### config.mk
export PLATFORM = sky130hd
export DESIGN_NAME = floor_request_dedup_queue_core
export DESIGN_NICKNAME = d
export VERILOG_FILES = /design/src/hdl/frdq_pkg.sv /design/src/hdl/floor_request_dedup_queue_core.sv /design/src/hdl/frdq_ctrl.sv /design/src/hdl/frdq_datapath.sv
export SDC_FILE = /design/constraint.sdc
export NUM_CORES = 1
export LEC_CHECK = 0
export BUFFER_PORTS_ARGS = -buffer_cell sky130_fd_sc_hd__buf_2
export CAP_MARGIN = 10
export CELL_PAD_IN_SITES_DETAIL_PLACEMENT = 1
export CELL_PAD_IN_SITES_GLOBAL_PLACEMENT = 1
export CORE_ASPECT_RATIO = 2
export CORE_UTILIZATION = 40
export DETAILED_ROUTE_END_ITERATION = 10
export PLACE_DENSITY = 0.64
export SYNTH_ARGS = -nofsm -noshare
export SYNTH_HDL_FRONTEND = slang
export SYNTH_HIERARCHICAL = 1
export SYNTH_SLANG_ARGS = --single-unit
### constraint.sdc
create_clock -name clk -period 3.35 [get_ports clk]
set_input_delay 0.5025 -clock clk [delete_from_list [all_inputs] [get_ports clk]]
set_output_delay 0.5025 -clock clk [all_outputs]
set_load 0.02 [all_outputs]
### src/hdl/frdq_pkg.sv
// ----------------------------------------------------------------------------
// frdq_pkg
// Shared codes, field widths and controller/datapath interface types for the
// floor request dedup queue.
// ----------------------------------------------------------------------------
package frdq_pkg;

  localparam int FUNC_W  = 1;
  localparam int FLOOR_W = 8;
  localparam int CODE_W  = 8;
  localparam int OUT_W   = 4;

  localparam logic [FUNC_W-1:0] FUNC_REQ  = 1'b0;
  localparam logic [FUNC_W-1:0] FUNC_CTRL = 1'b1;

  localparam logic [CODE_W-1:0] CODE_READY = 8'd3;
  localparam logic [CODE_W-1:0] CODE_BUSY  = 8'd4;

  typedef struct packed {
    logic capture;
    logic eval;
    logic pop;
  } frdq_cmd_t;

  typedef struct packed {
    logic pop_go;
  } frdq_stat_t;

endpackage

### src/hdl/floor_request_dedup_queue_core.sv
// ----------------------------------------------------------------------------
// floor_request_dedup_queue_core
// Elevator call panel queue: deduplicated floor FIFO with dispatch gated by
// the last controller code.
// On a dispatch, an accepted transaction steps through the eval, read and pop
// states to out_valid; a transaction that dispatches nothing retires from eval.
// One transaction at a time: the sequencer accepts no new one until the last
// retires, and a held output stalls it; the read of the queue store is registered.
// Reset: queue empty, pending mask clear, stored code ready; store unset.
// ----------------------------------------------------------------------------
module floor_request_dedup_queue_core #(
  parameter int NUM_FLOORS = 10
) (
  input  logic                          clk,
  input  logic                          rst,
  input  logic                          in_valid,
  output logic                          in_ready,
  input  logic [frdq_pkg::FUNC_W-1:0]   func,
  input  logic [frdq_pkg::FLOOR_W-1:0]  floor,
  input  logic [frdq_pkg::CODE_W-1:0]   ctrl_code,
  output logic                          out_valid,
  input  logic                          out_ready,
  output logic [frdq_pkg::OUT_W-1:0]    floor_out
);

  frdq_pkg::frdq_cmd_t  cmd;
  frdq_pkg::frdq_stat_t stat;

  frdq_ctrl u_ctrl (
    .clk       (clk),
    .rst       (rst),
    .in_valid  (in_valid),
    .in_ready  (in_ready),
    .out_valid (out_valid),
    .out_ready (out_ready),
    .stat      (stat),
    .cmd       (cmd)
  );

  frdq_datapath #(
    .NUM_FLOORS (NUM_FLOORS)
  ) u_datapath (
    .clk       (clk),
    .rst       (rst),
    .cmd       (cmd),
    .stat      (stat),
    .func      (func),
    .floor     (floor),
    .ctrl_code (ctrl_code),
    .floor_out (floor_out)
  );

endmodule

### src/hdl/frdq_ctrl.sv
// ----------------------------------------------------------------------------
// frdq_ctrl
// Sequencer: capture a transaction, evaluate it, read the queue head and
// hold the dispatched floor until taken.
// ----------------------------------------------------------------------------
module frdq_ctrl (
  input  logic                 clk,
  input  logic                 rst,
  input  logic                 in_valid,
  output logic                 in_ready,
  output logic                 out_valid,
  input  logic                 out_ready,
  input  frdq_pkg::frdq_stat_t stat,
  output frdq_pkg::frdq_cmd_t  cmd
);

  localparam logic [2:0] S_IDLE = 3'd0;
  localparam logic [2:0] S_EVAL = 3'd1;
  localparam logic [2:0] S_READ = 3'd2;
  localparam logic [2:0] S_POP  = 3'd3;
  localparam logic [2:0] S_OUT  = 3'd4;

  logic [2:0] state;
  logic [2:0] state_next;

  always_ff @(posedge clk) begin
    if (rst) begin
      state <= S_IDLE;
    end else begin
      state <= state_next;
    end
  end

  always_comb begin
    state_next  = state;
    cmd.capture = 1'b0;
    cmd.eval    = 1'b0;
    cmd.pop     = 1'b0;
    case (state)
      S_IDLE: begin
        if (in_valid) begin
          cmd.capture = 1'b1;
          state_next  = S_EVAL;
        end
      end
      S_EVAL: begin
        cmd.eval   = 1'b1;
        state_next = stat.pop_go ? S_READ : S_IDLE;
      end
      S_READ: begin
        state_next = S_POP;
      end
      S_POP: begin
        cmd.pop    = 1'b1;
        state_next = S_OUT;
      end
      S_OUT: begin
        if (out_ready) begin
          state_next = S_IDLE;
        end
      end
      default: begin
        state_next = S_IDLE;
      end
    endcase
  end

  assign in_ready  = (state == S_IDLE);
  assign out_valid = (state == S_OUT);

endmodule

### src/hdl/frdq_datapath.sv
// ----------------------------------------------------------------------------
// frdq_datapath
// Input register, pending mask, circular queue store with head/count,
// stored controller code and output register.
// ----------------------------------------------------------------------------
module frdq_datapath #(
  parameter int NUM_FLOORS = 10
) (
  input  logic                                clk,
  input  logic                                rst,
  input  frdq_pkg::frdq_cmd_t                 cmd,
  output frdq_pkg::frdq_stat_t                stat,
  input  logic [frdq_pkg::FUNC_W-1:0]         func,
  input  logic [frdq_pkg::FLOOR_W-1:0]        floor,
  input  logic [frdq_pkg::CODE_W-1:0]         ctrl_code,
  output logic [frdq_pkg::OUT_W-1:0]          floor_out
);

  localparam int FW = $clog2(NUM_FLOORS + 1);
  localparam int IW = $clog2(NUM_FLOORS);
  localparam int CW = $clog2(NUM_FLOORS + 1);
  localparam logic [frdq_pkg::FLOOR_W-1:0] MAX_FLOOR = frdq_pkg::FLOOR_W'(NUM_FLOORS);
  localparam logic [IW:0] DEPTH = (IW+1)'(NUM_FLOORS);
  localparam logic [IW-1:0] LAST = IW'(NUM_FLOORS - 1);

  logic [frdq_pkg::FUNC_W-1:0]  func_r;
  logic [frdq_pkg::FLOOR_W-1:0] floor_r;
  logic [frdq_pkg::CODE_W-1:0]  code_r;

  logic [NUM_FLOORS-1:0] pending;
  logic [IW-1:0]         head;
  logic [CW-1:0]         count;
  logic [frdq_pkg::CODE_W-1:0] mode_code;

  logic [FW-1:0] mem [NUM_FLOORS];
  logic [FW-1:0] rd_data;

  logic          in_range;
  logic [IW-1:0] req_idx;
  logic [IW-1:0] pop_idx;
  logic          do_push;
  logic [IW:0]   tail_sum;
  logic [IW-1:0] tail;
  logic [FW+frdq_pkg::OUT_W-1:0] rd_ext;

  always_ff @(posedge clk) begin
    if (cmd.capture) begin
      func_r  <= func;
      floor_r <= floor;
      code_r  <= ctrl_code;
    end
  end

  assign in_range = (floor_r != '0) && (floor_r <= MAX_FLOOR);
  assign req_idx  = IW'(floor_r - 1'b1);
  assign pop_idx  = IW'(rd_data - 1'b1);
  assign do_push  = (func_r == frdq_pkg::FUNC_REQ) && in_range && !pending[req_idx];

  assign tail_sum = {1'b0, head} + (IW+1)'(count);
  assign tail     = (tail_sum >= DEPTH) ? IW'(tail_sum - DEPTH) : tail_sum[IW-1:0];

  always_comb begin
    if (func_r == frdq_pkg::FUNC_REQ) begin
      stat.pop_go = in_range && (mode_code != frdq_pkg::CODE_BUSY) &&
                    ((count != '0) || do_push);
    end else begin
      stat.pop_go = (code_r == frdq_pkg::CODE_READY) && (count != '0);
    end
  end

  always_ff @(posedge clk) begin
    if (cmd.eval && do_push) begin
      mem[tail] <= floor_r[FW-1:0];
    end
    rd_data <= mem[head];
  end

  always_ff @(posedge clk) begin
    if (rst) begin
      pending   <= '0;
      head      <= '0;
      count     <= '0;
      mode_code <= frdq_pkg::CODE_READY;
    end else if (cmd.eval) begin
      if (func_r == frdq_pkg::FUNC_CTRL) begin
        mode_code <= code_r;
      end
      if (do_push) begin
        pending[req_idx] <= 1'b1;
        count            <= count + 1'b1;
      end
    end else if (cmd.pop) begin
      pending[pop_idx] <= 1'b0;
      head             <= (head == LAST) ? '0 : head + 1'b1;
      count            <= count - 1'b1;
    end
  end

  assign rd_ext = {{frdq_pkg::OUT_W{1'b0}}, rd_data};

  always_ff @(posedge clk) begin
    if (cmd.pop) begin
      floor_out <= rd_ext[frdq_pkg::OUT_W-1:0];
    end
  end

endmodule
==> results of run 1 <==
-- state kept, by name, indices dropped and copies added, names as in the netlist --
signal	cells
u_datapath/head	4
u_datapath/code_r	8
u_ctrl/state	3
u_datapath/rd_data	4
u_datapath/func_r	1
u_datapath/floor_r	8
u_datapath/pending	10
u_datapath/floor_out	4
u_datapath/mode_code	8
u_datapath/mem	40
u_datapath/count	4
-- metal layers --
| metal | GRT usage, % | routed length, um | up-vias |
|---|---|---|---|
| met2 | 37.88 | 5896 | 44 |
| met1 | 18.65 | 3268 | 1399 |
| met5 | 0 | 0 | - |
| met4 | 10.94 | 367 | 0 |
| met3 | 2.881 | 174 | 23 |
| li1 | - | - | 1353 |
-- synth_stat cells, drive strengths merged (2+ instances only) --
library cell	count	share of area (%)
o211ai	2	0.36
mux4	10	5.3
nor2b	12	1.8
nand4	4	0.59
dfxtp	33	16
nand3	9	1.1
fa	2	0.95
nor4b	2	0.42
nor4	5	0.74
a21o	4	0.71
a211o	2	0.42
and3b	5	1.0
a32oi	2	0.42
edfxtp	61	43
and2	3	0.45
nand2b	4	0.59
nand4b	2	0.42
or3	4	0.71
nor3b	9	1.7
xnor2	4	0.83
nand3b	11	2.0
ha	12	3.6
nor2	14	1.2
a211oi	7	1.2
xor2	3	0.62
inv	10	0.89
nand2	35	3.1
mux2i	5	1.2
a21oi	19	2.5
clkbuf	8	0.71
nor3	7	0.95
o21ai	15	1.8
o22ai	2	0.45
-- worst max-delay path, stage by stage, from the launching register on --
cell and delay [ns]:
dfxtp_1 0.37, ha_1 0.24, fa_1 0.41, xor2_1 0.26, inv_1 0.12, ha_1 0.35, o311ai_1 0.56, nor3b_1 0.28
buf_4 0.17
-- layout make-up --
class	count	area, um^2	area share, %
Multi-Input combinational cell	223	1652	33.70
Clock inverter	6	63.81	1.302
Timing Repair Buffer	43	257.7	5.259
Inverter	10	37.54	0.7659
Sequential cell	94	2492	50.86
Tap cell	135	168.9	3.447
Clock buffer	10	229.0	4.672
-- report_power, final --
| part | internal (mW) | total (mW) | switching (mW) | leakage, nW |
|---|---|---|---|---|
| registers | 1.25 | 1.27 | 0.0149 | 0.827 |
| clock network | 0.577 | 0.997 | 0.420 | 0.138 |
| logic | 0.0351 | 0.0865 | 0.0514 | 0.764 |
| total | 1.86 | 2.35 | 0.486 | 1.73 |
-- per-stage QoR --
| stage | instances | area, um^2 | total power [mW] | util, % | hold WS [ns] |
|---|---|---|---|---|---|
| 4_1_cts | 521 | 4901 | 2.377 | 47.98 | 0.3257 |
| 6_report | 521 | 4901 | 2.351 | 47.98 | 0.3365 |
| 3_5_place_dp | 505 | 4608 | 1.382 | 45.11 | 0.4509 |
| 2_1_floorplan | 336 | 4217 | 1.338 | - | 0.4290 |
| 3_3_place_gp | 505 | 4608 | 1.379 | 45.11 | 0.4412 |
| 5_1_grt | 521 | 4901 | 2.441 | 47.98 | 0.3221 |
-- cells by family (layout without fill, tap and decap cells) --
logic type                 count (synthesis)  count (layout)  share of synthesized area (%)
AOI/OAI and AO/OA                         59              59                          9.437
muxes                                     16              16                          6.795
adders and majority gates                 14              14                          4.510
DFF                                       94              94                          59.11
buffers and inverters                     19              69                          1.721
and+or+nand+nor                          127             127                          16.97
xor gates and xnor gates                   7               7                          1.454
-- final timing paths --
check,startpoint,to,slack [ns],cells past startpoint
max,u_datapath/count[0],u_datapath/mem[7][1],0.32,8
min,ctrl_code[2],u_datapath/code_r[2],0.34,1
max reg2reg,u_datapath/count[0],u_datapath/mem[7][1],0.32,8
min reg2reg,u_datapath/mode_code[2],u_datapath/mode_code[2],0.46,2
-- what timing repair did --
| item | in CTS | in global routing |
|---|---|---|
| resized for setup | 0 | 1 |
| hold buffers | 0 | 0 |
| endpoints found under the setup margin | 0 | 4 |
==> reports/summary.md, run 1 <==
* **accumulated negative setup slack** 0 ns
* **worst setup slack after layout** 0.3189 ns
* **pin count of the biggest net entering global routing** 32
* **power density over cell area** 479.6 nW/um^2
* **placement row count** 52
* **Post-Syn Nets** 371
* **Detailed Route WL** 9.708 mm
* **buffer count from post-CTS setup fixing** 0
* **via count of the first global-routing pass** 3061
* **minimum clock period** 3.031 ns
* **number of CTS-inserted buffers** 9
* **asr flop ratio synth** 0%
* **TritonCTS clock tree** built
* **NumNets Final** 416
* **Post-synth EDFFs** 61
* **Post-Synthesis Mean Instance Area** 12.55 um^2
* **Crit path arrival time** 3.09 ns
* **clock network latency to the later pin of the worst-skew pair** 0.34 ns
* **Initial Util** 41.28%
* **number of instances in the synthesized netlist** 336
* **vias after detailed routing** 2819
* **Final Hold Fails** 0
* **iteration-0 DRC count of the detailed router** 139
* **Slew Limit Headroom** 48.02%
* **Hold/Removal Path Class** input port to flip-flop
* **most common library cell in the layout ignoring fill and taps** edfxtp_1
* **distinct cell type count after synthesis** 48
* **clock edge transition at the registers on the reported setup and hold paths** 0.06 ns
* **layout cell share with drive strength beyond 1** 19.43%
* **Chip Height** 147.2 um
* **share of the cycle needed by the critical path after routing** 90.48%
* **setup repair after global routing missed its margin** false
* **primary flip-flop cell chosen by synthesis mapping** edfxtp_1
* **critical path data required time** 3.41 ns
* **DRC viols** 0
* **First-pass DRT Iterations** 4
* **count of port buffers added during placement** 26
* **CP Launch Type** flip-flop
* **cell area after synthesis** 4217 um^2
* **crit path capture type** flip-flop
* **number of clock sinks** 94
* **global route overflow** 0
* **upper clock frequency limit** 329.9 MHz
* **sequential area share after synthesis** 59.11%
* **Max-cap violations** 0
* **total die area** 10980 um^2
* **die boundary width** 74.60 um
* **core box area** 10210 um^2
* **Yosys reg bits** 94
* **number of H-tree levels** 3
* **Overall Global Routing Usage** 19.75%
* **Max Buffers Root-to-Sink** 2
* **number of fill cells** 1086
* **peak supply drop** 0.0003202 V
* **P_leak** 1.730 nW
* **Root Driver** clkbuf_16
* **total half-perimeter wirelength after legalization and detailed placement** 7.581 mm
* **number of ports placed on the die boundary** 27
* **final count of negative-setup-slack endpoints** 0
* **mean routed wirelength per cell** 18.63 um
* **count of inserted antenna diode cells** 0
* **Slew @ Worst Pin** 0.7796 ns
* **initial antenna violation count** 0
* **highest net fanout along the worst path** 5
* **drt via density** 5.411
* **worst setup slack before clock tree synthesis** 0.1526 ns
* **area growth from synthesis to layout** 16.23%
* **first-pass GRT wire length** 15.46 mm
* **routability-driven placement congestion ratio** 0.7649
* **number of warnings issued by yosys** 6
* **post-route antenna net violation count** 0
* **final clock skew** 0.007123 ns
* **Setup CP Type** flip-flop to flip-flop
* **commonest cells after routing, fill and taps aside** edfxtp_1, nand2_1, dfxtp_1
* **Final Max Tran Viols** 0
* **status** completed
Power figures use the tool's default switching activity.
==> run 2, diff against run 1 <==
--- a/config.mk
+++ b/config.mk
@@ -15,5 +15,4 @@
 export PLACE_DENSITY = 0.64
 export SYNTH_ARGS = -nofsm -noshare
 export SYNTH_HDL_FRONTEND = slang
-export SYNTH_HIERARCHICAL = 1
 export SYNTH_SLANG_ARGS = --single-unit
==> reports/summary.md, run 2 <==
* **Post-Syn Nets** 375, +1.1%
* **most frequent cells after synthesis** edfxtp_1, dfxtp_1, nand2_1, a21oi_1, o21ai_0
* **share of the cycle needed by the critical path after routing** 87.40%, -3.1 points
* **routed length on met3** 179 um, +2.9%
* **placement row count** 53, +1.9%
* **iteration-0 DRC count of the detailed router** 162, +17%
* **die boundary width** 75.68 um, +1.4%
* **count of inserted antenna diode cells** 0, unchanged
* **routability-driven placement congestion ratio** 0.7884, +3.1%
* **core box area** 10540 um^2, +3.2%
* **sequence of cells on the critical path** ha_1 -> fa_1 -> xor2_1 -> inv_1 -> ha_1 -> o311ai_1 -> nor3b_1 -> buf_4
* **Final Hold Fails** 0, unchanged
* **Max Buffers Root-to-Sink** 2, unchanged
* **final clock skew** 0.008085 ns, +0.0009629 ns
* **Hold/Removal Path Class** input port to flip-flop
* **initial antenna violation count** 0, unchanged
* **hold_buf cts** 0, unchanged
* **accumulated negative setup slack** 0 ns, unchanged
* **primary flip-flop cell chosen by synthesis mapping** edfxtp_1
* **upper clock frequency limit** 341.5 MHz, +3.5%
* **met1 wire length** 3.372 mm, +3.2%
* **Initial Util** 41.19%, -0.090 points
* **post-route antenna net violation count** 0, unchanged
* **number of clock sinks** 94, unchanged
* **mean routed wirelength per cell** 19.17 um, +2.9%
* **sequential area share after synthesis** 57.39%, -1.7 points
* **worst stage delay on the critical path** 0.46 ns, -0.10 ns
* **Detailed Route WL** 9.872 mm, +1.7%
* **Chip Height** 149.4 um, +1.5%
* **DRC viols** 0, unchanged
* **final count of negative-setup-slack endpoints** 0, unchanged
* **most frequently used cell type in the post-synthesis netlist** edfxtp_1
* **Resized cells post-CTS** 0, unchanged
* **critical path data required time** 3.41 ns, about the same
* **number of H-tree levels** 3, unchanged
* **Final Power** 2.292 mW, -2.5%
* **cell with the largest stage delay on the worst path** o311ai_1
* **most common library cell in the layout ignoring fill and taps** edfxtp_1
* **TritonCTS clock tree** built
* **layout cell share with drive strength beyond 1** 20.90%, +1.5 points
* **cell seen most often among critical-path stages** ha_1
* **highest net fanout along the worst path** 6, +1
* **number of ports placed on the die boundary** 27, unchanged
* **count of port buffers added during placement** 26, unchanged
* **vias after detailed routing** 2805, -0.50%
* **clock edge transition at the registers on the reported setup and hold paths** 0.07 ns, about the same
* **minimum clock period** 2.928 ns, -0.1032 ns
* **status** completed
* **top cell type by total area after synthesis** edfxtp_1
* **P_leak** 1.771 nW, +2.4%
* **Slew Limit Headroom** 50.99%, +3.0 points
* **number of flip-flops under the largest register name** 40, unchanged
* **area growth from synthesis to layout** 13.11%
* **CP Launch Type** flip-flop
* **Root Driver** clkbuf_16
* **peak supply drop** 0.0003131 V, -2.2%
* **commonest cells after routing, fill and taps aside** edfxtp_1, dfxtp_1, buf_2
* **NumNets Final** 408, -1.9%
* **Max-cap violations** 0, unchanged
* **asr flop ratio synth** 0%, unchanged
* **distinct cell type count after synthesis** 56, +17%
* **largest registers ranked by flip-flop count** u_datapath.mem (40), u_datapath.pending (10)
* **Post-Synthesis Mean Instance Area** 12.77 um^2, +1.8%
* **via count of the first global-routing pass** 3003, -1.9%
* **First-pass DRT Iterations** 4, unchanged
* **Overall Global Routing Usage** 20.04%, +0.29 points
* **cell types with the largest area share after synthesis** edfxtp_1, dfxtp_1, mux4_2
* **crit path capture type** flip-flop
* **number of CTS-inserted buffers** 9, unchanged
* **total half-perimeter wirelength after legalization and detailed placement** 7.618 mm, +0.49%
* **setup repair after global routing missed its margin** false
* **power density over cell area** 466.5 nW/um^2, -2.7%
* **top cell type's share of synthesized area** 42.18%, -1.3 points
* **Post-synth EDFFs** 61, unchanged
* **Final Max Tran Viols** 0, unchanged
* **clock network latency to the later pin of the worst-skew pair** 0.34 ns, about the same
* **highest routed layer** met4
* **drt via density** 5.447, +0.66%
* **first-pass GRT wire length** 16.03 mm, +3.7%
* **most flop-heavy register** u_datapath.mem
* **Setup CP Type** flip-flop to flip-flop
* **Yosys reg bits** 94, unchanged
* **number of warnings issued by yosys** 0, -6
* **buffer count from post-CTS setup fixing** 0, unchanged
* **Slew @ Worst Pin** 0.7352 ns, -0.04449 ns
* **total die area** 11300 um^2, +2.9%
* **global route overflow** 0, unchanged
* **number of instances in the synthesized netlist** 340, +1.2%
* **pin count of the biggest net entering global routing** 36, +13%
* **total length of routed met2 wires** 6.134 mm, +4.0%
* **Crit path arrival time** 2.99 ns, -0.10 ns
* **cell area after synthesis** 4343 um^2, +3.0%
==> run 2: cell type report <==
| class | instances | area [um^2] |
|---|---|---|
| clock buffers | 9 | 225.2 |
| multi-input cells | 224 | 1739 |
| repair buffers | 36 | 205.2 |
| clock inverters | 7 | 48.80 |
| flip-flops and latches | 94 | 2492 |
| inverters | 8 | 30.03 |
| fillers | 1094 | 5632 |
| well taps | 137 | 171.4 |
==> run 2: stage by stage <==
step | cell area, um^2 | worst slack (ns) | hold WS, ns | std cells | utilization (%)
6_report | 4912 | 0.4221 | 0.3289 | 515 | 46.59
5_1_grt | 4912 | 0.02437 | 0.3186 | 515 | 46.59
4_1_cts | 4908 | 0.2064 | 0.3199 | 515 | 46.55
3_5_place_dp | 4634 | 0.2239 | 0.4461 | 499 | 43.95
3_3_place_gp | 4634 | 0.2433 | 0.4392 | 499 | 43.95
2_1_floorplan | 4343 | 0.4894 | 0.4316 | 340 | -
==> run 2: metal layers <==
metal | vias to the layer above | global-route usage, %
li1 | 1363 | -
met1 | 1392 | 19.80
met2 | 37 | 39.64
met3 | 13 | 2.838
met4 | 0 | 7.130
met5 | - | 0
==> run 2: critical path, delay by kind of cell (launching register included) <==
family	cells	cell delay, ns
XOR/XNOR	1	0.27
buffers and inverters	2	0.30
flip-flops	1	0.37
AND/OR/NAND/NOR	1	0.24
adder cells (fa/ha/maj)	3	1.00
AO/OA/AOI/OAI	1	0.46
==> run 2: path summary, 6_finish.rpt <==
kind,start,to,slack [ns],cells past startpoint
hold reg to reg,u_datapath.mode_code[2],u_datapath.mode_code[2],0.46,2
hold / removal,ctrl_code[4],u_datapath.code_r[4],0.33,1
setup reg to reg,u_datapath.count[0],u_datapath.mem[7][2],0.42,8
setup / recovery,u_datapath.count[0],u_datapath.mem[7][2],0.42,8
==> run 2: where the power goes <==
| part | leakage (nW) | switching, mW | total (mW) | internal (mW) |
|---|---|---|---|---|
| combinational | 0.817 | 0.0519 | 0.0853 | 0.0334 |
| clock | 0.127 | 0.435 | 0.938 | 0.503 |
| sequential | 0.827 | 0.0173 | 1.27 | 1.25 |
| total | 1.77 | 0.504 | 2.29 | 1.79 |
==> run 2: cells by family after synthesis <==
kind of cell / count (synthesis) / synth area share (%)
muxes: 18 / 7.203
xor gates and xnor gates: 7 / 1.412
and+or+nand+nor: 116 / 16.34
buffers and inverters: 22 / 2.651
adders and majority gates: 14 / 4.379
DFF: 94 / 57.39
AOI/OAI and AO/OA: 69 / 10.63
